<file path="src/hhfe_pkg.sv">
// Shared types and constants of the HTTP header field extractor.
// No dependencies; the top level and hhfe_out_fifo import this package.
package hhfe_pkg;

    localparam int NAME_BYTES = 16;
    localparam int NIDX_W     = $clog2(NAME_BYTES);
    localparam int CFG_IDX_W  = 2;
    localparam int CFG_DATA_W = 64;
    localparam int LEN_REG_W  = 5;

    localparam logic [CFG_IDX_W-1:0] CFG_NAME_LOW  = 2'd0;
    localparam logic [CFG_IDX_W-1:0] CFG_NAME_HIGH = 2'd1;
    localparam logic [CFG_IDX_W-1:0] CFG_NAME_LEN  = 2'd2;

    localparam logic [7:0] CHAR_CR = 8'h0D;
    localparam logic [7:0] CHAR_LF = 8'h0A;

    typedef struct packed {
        logic [7:0] value_byte;
        logic       end_marker;
        logic       found;
        logic       run_final;
    } result_t;

    function automatic logic [7:0] name_byte(
        input logic [8*NAME_BYTES-1:0] name,
        input logic [NIDX_W-1:0]       k
    );
        return name[8*k +: 8];
    endfunction

endpackage

</file>
<file path="src/hhfe_stream_if.sv">
// Valid/ready stream interfaces for the input bytes and the result items.
// No dependencies.
interface hhfe_in_if;
    logic       valid;
    logic       ready;
    logic [7:0] data_byte;
    logic       packet_end;

    modport source (output valid, output data_byte, output packet_end, input ready);
    modport sink   (input valid, input data_byte, input packet_end, output ready);
endinterface

interface hhfe_out_if;
    logic       valid;
    logic       ready;
    logic [7:0] value_byte;
    logic       end_marker;
    logic       found;
    logic       run_final;

    modport source (output valid, output value_byte, output end_marker, output found,
                    output run_final, input ready);
    modport sink   (input valid, input value_byte, input end_marker, input found,
                    input run_final, output ready);
endinterface

</file>
<file path="src/http_header_field_extractor.sv">
// Top level of the HTTP header field extractor: configuration registers,
// window cell chain, field state machine and result queue.
// Depends on hhfe_pkg, hhfe_stream_if, hhfe_cell and hhfe_out_fifo.
//
//   Port      Direction  Handshake     Carries
//   in_ch     in         valid/ready   data_byte, packet_end
//   out_ch    out        valid/ready   value_byte, end_marker, found, run_final
//   cfg_*     in         write enable  cfg_index, cfg_wdata
//
// One input byte is taken per cycle while in_ch.ready is high; its results
// enter the queue at the same edge and leave one per cycle while out_ch.ready.
// The name compare is one parallel step across the cell chain, so the rate is
// set by the result queue: in_ch.ready is high while two queue entries are free.
// Reset clears all state but the queue entries at once; there is no clearing pass.
// A stalled out_ch only holds back in_ch once the queue is nearly full.
module http_header_field_extractor
    import hhfe_pkg::*;
#(
    parameter int NAME_MAX = 16
)
(
    input  logic                  clk,
    input  logic                  rst_n,
    hhfe_in_if.sink               in_ch,
    hhfe_out_if.source            out_ch,
    input  logic                  cfg_we,
    input  logic [CFG_IDX_W-1:0]  cfg_index,
    input  logic [CFG_DATA_W-1:0] cfg_wdata
);

    localparam int LEN_W = $clog2(NAME_MAX + 1);
    localparam int WIN   = NAME_MAX - 1;

    typedef enum logic [1:0] {
        PH_SEARCH,
        PH_VALUE,
        PH_DONE
    } phase_t;

    logic [CFG_DATA_W-1:0]   name_low_reg;
    logic [CFG_DATA_W-1:0]   name_high_reg;
    logic [LEN_REG_W-1:0]    name_length_reg;
    logic [8*NAME_BYTES-1:0] name_all;
    logic [LEN_W-1:0]        eff_len;

    phase_t                  phase_reg;
    phase_t                  phase_next;
    logic                    held_cr_reg;
    logic                    held_cr_next;
    logic [LEN_W-1:0]        bytes_seen_reg;
    logic [LEN_W-1:0]        bytes_seen_next;
    logic [LEN_W-1:0]        seen_inc;

    logic                    in_acc;
    logic                    shift_en;
    logic                    win_clear;
    logic [7:0]              win_q     [WIN];
    logic [7:0]              win_cmp   [WIN];
    logic [WIN-1:0]          win_match;
    logic [WIN-1:0]          win_active;
    logic                    hit;

    result_t                 res_a;
    result_t                 res_b;
    logic [1:0]              push_n;
    result_t                 head;
    logic                    not_empty;
    logic                    room2;

    always_ff @(posedge clk or negedge rst_n)
    begin
        if (!rst_n)
        begin
            name_low_reg    <= '0;
            name_high_reg   <= '0;
            name_length_reg <= LEN_REG_W'(1);
        end
        else if (cfg_we)
        begin
            unique case (cfg_index)
                CFG_NAME_LOW:  name_low_reg    <= cfg_wdata;
                CFG_NAME_HIGH: name_high_reg   <= cfg_wdata;
                CFG_NAME_LEN:  name_length_reg <= cfg_wdata[LEN_REG_W-1:0];
                default:       ;
            endcase
        end
    end

    assign name_all = {name_high_reg, name_low_reg};

    always_comb
    begin
        if (name_length_reg == '0)
        begin
            eff_len = LEN_W'(1);
        end
        else if (name_length_reg > LEN_REG_W'(NAME_MAX))
        begin
            eff_len = LEN_W'(NAME_MAX);
        end
        else
        begin
            eff_len = LEN_W'(name_length_reg);
        end
    end

    assign in_acc    = in_ch.valid && in_ch.ready;
    assign shift_en  = in_acc && (phase_reg == PH_SEARCH);
    assign win_clear = in_acc && in_ch.packet_end;

    for (genvar i = 0; i < WIN; i++)
    begin : g_cell
        assign win_active[i] = (LEN_W'(i + 1) < eff_len);
        assign win_cmp[i]    = name_byte(name_all,
                                   NIDX_W'(eff_len - LEN_W'(2) - LEN_W'(i)));

        hhfe_cell u_cell (
            .clk       (clk),
            .rst_n     (rst_n),
            .shift_en  (shift_en),
            .clear     (win_clear),
            .shift_in  ((i == 0) ? in_ch.data_byte : win_q[(i == 0) ? 0 : i - 1]),
            .cmp_byte  (win_cmp[i]),
            .shift_out (win_q[i]),
            .match     (win_match[i])
        );
    end

    assign seen_inc = (bytes_seen_reg == LEN_W'(NAME_MAX)) ? bytes_seen_reg
                                                           : bytes_seen_reg + LEN_W'(1);

    assign hit = (seen_inc >= eff_len)
              && (name_byte(name_all, NIDX_W'(eff_len - LEN_W'(1))) == in_ch.data_byte)
              && (&(win_match | ~win_active));

    always_comb
    begin
        phase_next      = phase_reg;
        held_cr_next    = held_cr_reg;
        bytes_seen_next = bytes_seen_reg;
        res_a           = '0;
        res_b           = '0;
        push_n          = 2'd0;
        if (in_acc)
        begin
            unique case (phase_reg)
                PH_SEARCH:
                begin
                    bytes_seen_next = seen_inc;
                    if (hit)
                    begin
                        phase_next = PH_VALUE;
                    end
                    if (in_ch.packet_end)
                    begin
                        res_a.end_marker = 1'b1;
                        push_n           = 2'd1;
                    end
                end
                PH_VALUE:
                begin
                    priority if (held_cr_reg && (in_ch.data_byte == CHAR_LF))
                    begin
                        held_cr_next     = 1'b0;
                        phase_next       = PH_DONE;
                        res_a.end_marker = 1'b1;
                        res_a.found      = 1'b1;
                        push_n           = 2'd1;
                    end
                    else if (in_ch.packet_end)
                    begin
                        res_a.end_marker = 1'b1;
                        push_n           = 2'd1;
                    end
                    else
                    begin
                        held_cr_next = (in_ch.data_byte == CHAR_CR);
                        if (held_cr_reg)
                        begin
                            res_a.value_byte = CHAR_CR;
                            push_n           = 2'd1;
                            if (in_ch.data_byte != CHAR_CR)
                            begin
                                res_b.value_byte = in_ch.data_byte;
                                push_n           = 2'd2;
                            end
                        end
                        else if (in_ch.data_byte != CHAR_CR)
                        begin
                            res_a.value_byte = in_ch.data_byte;
                            push_n           = 2'd1;
                        end
                    end
                end
                PH_DONE:
                begin
                end
                default:
                begin
                end
            endcase
            if (in_ch.packet_end)
            begin
                phase_next      = PH_SEARCH;
                held_cr_next    = 1'b0;
                bytes_seen_next = '0;
            end
        end
        res_a.run_final = (push_n == 2'd1);
        res_b.run_final = (push_n == 2'd2);
    end

    always_ff @(posedge clk or negedge rst_n)
    begin
        if (!rst_n)
        begin
            phase_reg      <= PH_SEARCH;
            held_cr_reg    <= 1'b0;
            bytes_seen_reg <= '0;
        end
        else
        begin
            phase_reg      <= phase_next;
            held_cr_reg    <= held_cr_next;
            bytes_seen_reg <= bytes_seen_next;
        end
    end

    hhfe_out_fifo u_out_fifo (
        .clk       (clk),
        .rst_n     (rst_n),
        .push_n    (push_n),
        .push_a    (res_a),
        .push_b    (res_b),
        .pop       (out_ch.valid && out_ch.ready),
        .head      (head),
        .not_empty (not_empty),
        .room2     (room2)
    );

    assign in_ch.ready       = room2;
    assign out_ch.valid      = not_empty;
    assign out_ch.value_byte = head.value_byte;
    assign out_ch.end_marker = head.end_marker;
    assign out_ch.found      = head.found;
    assign out_ch.run_final  = head.run_final;

    a_cr_in_value: assert property (@(posedge clk) disable iff (!rst_n)
        held_cr_reg |-> (phase_reg == PH_VALUE))
        else $error("A CR is held outside the value phase.");

    a_packet_clear: assert property (@(posedge clk) disable iff (!rst_n)
        (in_acc && in_ch.packet_end) |=> ((phase_reg == PH_SEARCH)
                                          && (bytes_seen_reg == '0) && !held_cr_reg))
        else $error("State not cleared after the last byte of a packet.");

    a_done_silent: assert property (@(posedge clk) disable iff (!rst_n)
        (in_acc && (phase_reg == PH_DONE)) |-> (push_n == 2'd0))
        else $error("Results produced after the field was complete.");

endmodule

</file>
<file path="src/hhfe_cell.sv">
// One window cell: holds a recent byte, passes it on to the next cell and
// compares it with the name byte that lines up with it. No dependencies.
module hhfe_cell (
    input  logic       clk,
    input  logic       rst_n,
    input  logic       shift_en,
    input  logic       clear,
    input  logic [7:0] shift_in,
    input  logic [7:0] cmp_byte,
    output logic [7:0] shift_out,
    output logic       match
);

    logic [7:0] byte_reg;

    always_ff @(posedge clk or negedge rst_n)
    begin
        if (!rst_n)
        begin
            byte_reg <= '0;
        end
        else if (clear)
        begin
            byte_reg <= '0;
        end
        else if (shift_en)
        begin
            byte_reg <= shift_in;
        end
    end

    assign shift_out = byte_reg;
    assign match     = (byte_reg == cmp_byte);

endmodule

</file>
<file path="src/hhfe_out_fifo.sv">
// Four-entry result queue that takes up to two results per cycle and
// delivers one. Depends on hhfe_pkg.
module hhfe_out_fifo
    import hhfe_pkg::*;
(
    input  logic       clk,
    input  logic       rst_n,
    input  logic [1:0] push_n,
    input  result_t    push_a,
    input  result_t    push_b,
    input  logic       pop,
    output result_t    head,
    output logic       not_empty,
    output logic       room2
);

    localparam int DEPTH = 4;
    localparam int PTR_W = $clog2(DEPTH);
    localparam int CNT_W = $clog2(DEPTH + 1);

    result_t            entry_reg [DEPTH];
    logic [PTR_W-1:0]   wr_ptr_reg;
    logic [PTR_W-1:0]   wr_ptr_next;
    logic [PTR_W-1:0]   rd_ptr_reg;
    logic [PTR_W-1:0]   rd_ptr_next;
    logic [CNT_W-1:0]   count_reg;
    logic [CNT_W-1:0]   count_next;

    assign wr_ptr_next = wr_ptr_reg + PTR_W'(push_n);
    assign rd_ptr_next = rd_ptr_reg + PTR_W'(pop);
    assign count_next  = count_reg + CNT_W'(push_n) - CNT_W'(pop);

    always_ff @(posedge clk or negedge rst_n)
    begin
        if (!rst_n)
        begin
            wr_ptr_reg <= '0;
            rd_ptr_reg <= '0;
            count_reg  <= '0;
        end
        else
        begin
            wr_ptr_reg <= wr_ptr_next;
            rd_ptr_reg <= rd_ptr_next;
            count_reg  <= count_next;
        end
    end

    always_ff @(posedge clk)
    begin
        if (push_n != 2'd0)
        begin
            entry_reg[wr_ptr_reg] <= push_a;
        end
        if (push_n == 2'd2)
        begin
            entry_reg[wr_ptr_reg + PTR_W'(1)] <= push_b;
        end
    end

    assign head      = entry_reg[rd_ptr_reg];
    assign not_empty = (count_reg != '0);
    assign room2     = (count_reg <= CNT_W'(DEPTH - 2));

    a_count_bound: assert property (@(posedge clk) disable iff (!rst_n)
        count_reg <= CNT_W'(DEPTH))
        else $error("Result queue holds more entries than its depth.");

    a_push_room: assert property (@(posedge clk) disable iff (!rst_n)
        (push_n != 2'd0) |-> room2)
        else $error("Results pushed while the queue lacks room for two.");

    a_push_code: assert property (@(posedge clk) disable iff (!rst_n)
        push_n != 2'd3)
        else $error("More than two results pushed in one cycle.");

endmodule
</file>
<file path="src/flat_wrapper.sv">
// flat-port wrapper written by rule: the top's interface ports become plain ports
module http_header_field_extractor_flat import hhfe_pkg::*;
#(
    parameter int NAME_MAX = 16
)
  (clk, rst_n, cfg_we, cfg_index, cfg_wdata, in_ch_valid, in_ch_data_byte, in_ch_packet_end, in_ch_ready, out_ch_valid, out_ch_value_byte, out_ch_end_marker, out_ch_found, out_ch_run_final, out_ch_ready);
  hhfe_in_if in_ch_i ();
  hhfe_out_if out_ch_i ();
  input  logic clk;
  input  logic rst_n;
  input  logic cfg_we;
  input  logic [CFG_IDX_W-1:0] cfg_index;
  input  logic [CFG_DATA_W-1:0] cfg_wdata;
  input wire logic [$bits(in_ch_i.valid)-1:0] in_ch_valid;
  input wire logic [$bits(in_ch_i.data_byte)-1:0] in_ch_data_byte;
  input wire logic [$bits(in_ch_i.packet_end)-1:0] in_ch_packet_end;
  output wire logic [$bits(in_ch_i.ready)-1:0] in_ch_ready;
  output wire logic [$bits(out_ch_i.valid)-1:0] out_ch_valid;
  output wire logic [$bits(out_ch_i.value_byte)-1:0] out_ch_value_byte;
  output wire logic [$bits(out_ch_i.end_marker)-1:0] out_ch_end_marker;
  output wire logic [$bits(out_ch_i.found)-1:0] out_ch_found;
  output wire logic [$bits(out_ch_i.run_final)-1:0] out_ch_run_final;
  input wire logic [$bits(out_ch_i.ready)-1:0] out_ch_ready;
  assign in_ch_i.valid = in_ch_valid;
  assign in_ch_i.data_byte = in_ch_data_byte;
  assign in_ch_i.packet_end = in_ch_packet_end;
  assign in_ch_ready = in_ch_i.ready;
  assign out_ch_valid = out_ch_i.valid;
  assign out_ch_value_byte = out_ch_i.value_byte;
  assign out_ch_end_marker = out_ch_i.end_marker;
  assign out_ch_found = out_ch_i.found;
  assign out_ch_run_final = out_ch_i.run_final;
  assign out_ch_i.ready = out_ch_ready;
  http_header_field_extractor #(.NAME_MAX(NAME_MAX)) u_core (.clk(clk), .rst_n(rst_n), .in_ch(in_ch_i), .out_ch(out_ch_i), .cfg_we(cfg_we), .cfg_index(cfg_index), .cfg_wdata(cfg_wdata));
endmodule
</file>
<file path="config.mk">
export PLATFORM = sky130hd
export DESIGN_NAME = http_header_field_extractor_flat
export DESIGN_NICKNAME = d
export VERILOG_FILES = /design/src/hhfe_pkg.sv /design/src/hhfe_stream_if.sv /design/src/http_header_field_extractor.sv /design/src/hhfe_cell.sv /design/src/hhfe_out_fifo.sv /design/src/flat_wrapper.sv
export SDC_FILE = /design/constraint.sdc
export NUM_CORES = 1
export LEC_CHECK = 0
export ABC_AREA = 1
export ABC_CLOCK_PERIOD_IN_PS = 8100
export BUFFER_PORTS_ARGS = -buffer_cell sky130_fd_sc_hd__buf_2
export CAP_MARGIN = 20
export CELL_PAD_IN_SITES_DETAIL_PLACEMENT = 0
export CELL_PAD_IN_SITES_GLOBAL_PLACEMENT = 1
export CORE_UTILIZATION = 40
export DETAILED_ROUTE_END_ITERATION = 7
export PLACE_DENSITY_LB_ADDON = 0.12
export SYNTH_ARGS = -nofsm -noshare
export SYNTH_HDL_FRONTEND = slang
export SYNTH_SLANG_ARGS = --single-unit
</file>
<file path="constraint.sdc">
create_clock -name clk -period 8.1 [get_ports clk]
set_input_delay 0.81 -clock clk [delete_from_list [all_inputs] [get_ports clk]]
set_output_delay 0.81 -clock clk [all_outputs]
set_load 0.02 [all_outputs]
</file>
==> metrics.txt <==
layout cells sized above 1 0.0661; PD cells 348 mW/mm2; Initial Util 0.405; Synth top area share 0.299; Layout area overhead 10.0%; largest net degree at the start of global routing 138; Slew @ Worst Pin 1.12 ns; Total Neg Setup Slack 0 ns; CTS tree built; Tmin final about 5.5 ns; PortBufs 92; worst skew pair latency 0.58 ns; LEAKAGE around 13 nW; cts hold-fix bufs 0; status complete, no violations; WL per Instance 24.6 um; die width 238 um; max cap viols 0; drt pass-1 iters 6; Mean Syn Cell Area 6.37 um2; Clk Tree Root Cell clkbuf_16; RSZ-0062 raised after global routing no; CP required approximately 8.6 ns; Die Ht around 240 um; synth top area cells dfrtp_1, nand3_1, nand2_1; Row Count 86; Crit Path Class reg -> reg; Crit. End Element register; post-synthesis register bit count 312; Core ar. 0.0552 mm2; Netlist cell types 43; IO Pins 93; Setup Fix Bufs, Post-CTS 0; Final Cycle Share 0.682; Clock Path Buffers 3; Seq/Total Area, Yosys 0.355; WP data arrival 5.99 ns; # resized after CTS 0; worst vdd ir ~0.19 mV; vias in the first global route 22900; global-route wire length before repair around 150 mm; antenna violations before repair 1; Syn Nets 3607; worst r2r src u_core.name_length_reg[4]$_DFFE_PN0P_; max reg flops 120; slew margin rel. 0.254; fin cells 4275; fmax ~0.18 GHz; Placer Congestion 1.02; Worst setup SP type register; Clock transition at path regs 0.06 ns; DRT antenna net count 0; gr ovfl total 0; Hold Fails Final Rpt 0; H-tree Lvls 2; Die ar. approximately 0.057 mm2; via count approximately 25000; Synth area leader dfrtp_1; Iteration-0 DRC Markers 2892; DRC Markers 0; peak fanout along the critical path between 60 and 70; Placed Cells 4201; warnings from Yosys 0; DP HPWL just under 80 mm; CTS Buf Count 39; Via density about 5.8; Sink Count 312; # setup viols final 0; Detailed Route WL 105 mm; GRT Total Usage 0.370; Slew Limit Fails 0; clk_skew 0.0172 ns; Mapped Area 0.0224 mm2; Hold Path Class in -> async; Critical path origin u_core.name_length_reg[4]$_DFFE_PN0P_; fin nets 3590; Synth Instances between 3000 and 4000
-- power breakdown --
group	internal [W]	total [W]	switching [W]
clock network	0.00114	0.00191	0.000766
registers	0.00180	0.00205	0.000255
logic	0.00124	0.00461	0.00337
total	0.00418	0.00856	0.00439
-- per-layer routing --
metal / wire length, um / track usage / vias up
met5: 0 / 0 / -
met4: 7180 / 0.225 / 0
met3: 7780 / 0.0485 / 278
met2: 45800 / 0.570 / 1202
met1: 44400 / 0.495 / 11900
li1: - / - / 11500
-- Yosys cell counts, drive strengths merged --
cell       n
nand2   1154
nand3    903
inv      426
dfrtp    267
o21ai    217
o22ai    140
nor2     107
buf       92
clkbuf    85
edfxtp    36
ha        14
a21oi     11
nand4     11
xor2       9
dfxtp      8
nand3b     6
nor3       5
o31ai      5
xnor2      4
nor4       3
o21bai     2
a21boi     1
a22oi      1
a311oi     1
a31oi      1
dfstp      1
fa         1
o211ai     1
-- area by class of cell --
| class | count | area [um2] |
|---|---|---|
| Timing Repair Buffer | 119 | 706 |
| Antenna cell | 1 | 2.50 |
| Inverter | 426 | 1600 |
| Fill cell | 5959 | 30600 |
| Clock inverter | 22 | 295 |
| Clock buffer | 50 | 1080 |
| Multi-Input combinational cell | 2597 | 12000 |
| Tap cell | 748 | 936 |
| Sequential cell | 312 | 7950 |
-- through the flow --
stage | hold slack [ns] | util | setup slack, ns | cell area (um2) | power [W]
floorplan | 0.446 | - | 4.64 | 22400 | 0.00501
global placement | 0.455 | 0.420 | 2.85 | 23200 | 0.00654
detailed placement | 0.459 | 0.420 | 2.79 | 23200 | 0.00655
CTS | 0.264 | 0.445 | 2.77 | 24600 | 0.00848
global route | 0.298 | 0.446 | 2.33 | 24600 | 0.00907
finish | 0.248 | 0.446 | 2.58 | 24600 | 0.00856
-- placed cells by master, fill, tap and decap left out, types with 4 or more instances in the layout --
master	netlist	layout
nand2_4	3	7
clkbuf_1	85	6
clkinv_2	0	5
nor2_1	103	103
nand2_2	12	12
o22ai_1	140	140
buf_2	54	91
nand2_1	1139	1135
nand3b_1	6	6
inv_1	410	410
edfxtp_1	36	36
bufinv_16	0	6
o21ai_1	4	4
o21ai_0	212	212
dfxtp_1	8	8
xor2_1	5	5
buf_4	14	25
nor3_1	5	5
dfrtp_1	267	267
nand4_1	11	11
clkbuf_8	0	4
ha_1	14	14
a21oi_1	11	10
inv_2	16	15
clkbuf_16	0	40
o31ai_1	5	5
nand3_1	902	902
-- cells by family (layout without fill, tap and decap cells) --
family	after synthesis	count (layout)	share of synthesized area
AOI/OAI and AO/OA	380	380	0.0953
DFF	312	312	0.355
xor gates and xnor gates	13	13	0.00811
buffers and inverters	603	617	0.108
adders and majority gates	15	15	0.00873
and+or+nand+nor	2189	2189	0.425
other	0	1	0
-- critical path: stages, from the launching register on --
cell,delay (ns)
dfrtp_1,0.72
inv_2,0.26
nand3_2,0.13
buf_4,0.55
nand2_4,0.63
ha_1,0.54
buf_4,0.50
nand3_1,0.29
nand3_1,0.15
nand3_1,0.16
nand2_1,0.13
nand2_1,0.05
nand2_1,0.12
nand2_1,0.08
nor2_1,0.22
nand2_1,0.09
nand2_1,0.07
nand4_1,0.11
nor2_1,0.12
nand2_1,0.15
nand2_2,0.11
nand2_1,0.07
nand2_1,0.08
nand2_1,0.05
-- path summary, 6_finish.rpt --
kind,slack [ns],cells after the start,to
max,2.58,23,u_core.phase_reg[0]$_DFFE_PN0P_
min,0.25,1,u_core.name_low_reg[22]$_DFFE_PN0P_
max reg2reg,2.58,23,u_core.phase_reg[0]$_DFFE_PN0P_
min reg2reg,0.47,2,u_core.u_out_fifo.entry_reg[0][2]$_SDFFE_PP0P_
max in group asynchronous,6.51,2,u_core.g_cell[11].u_cell.shift_out[4]$_DFFE_PN0P_
min in group clk,0.47,2,u_core.u_out_fifo.entry_reg[0][2]$_SDFFE_PP0P_
Power figures use the tool's default switching activity.
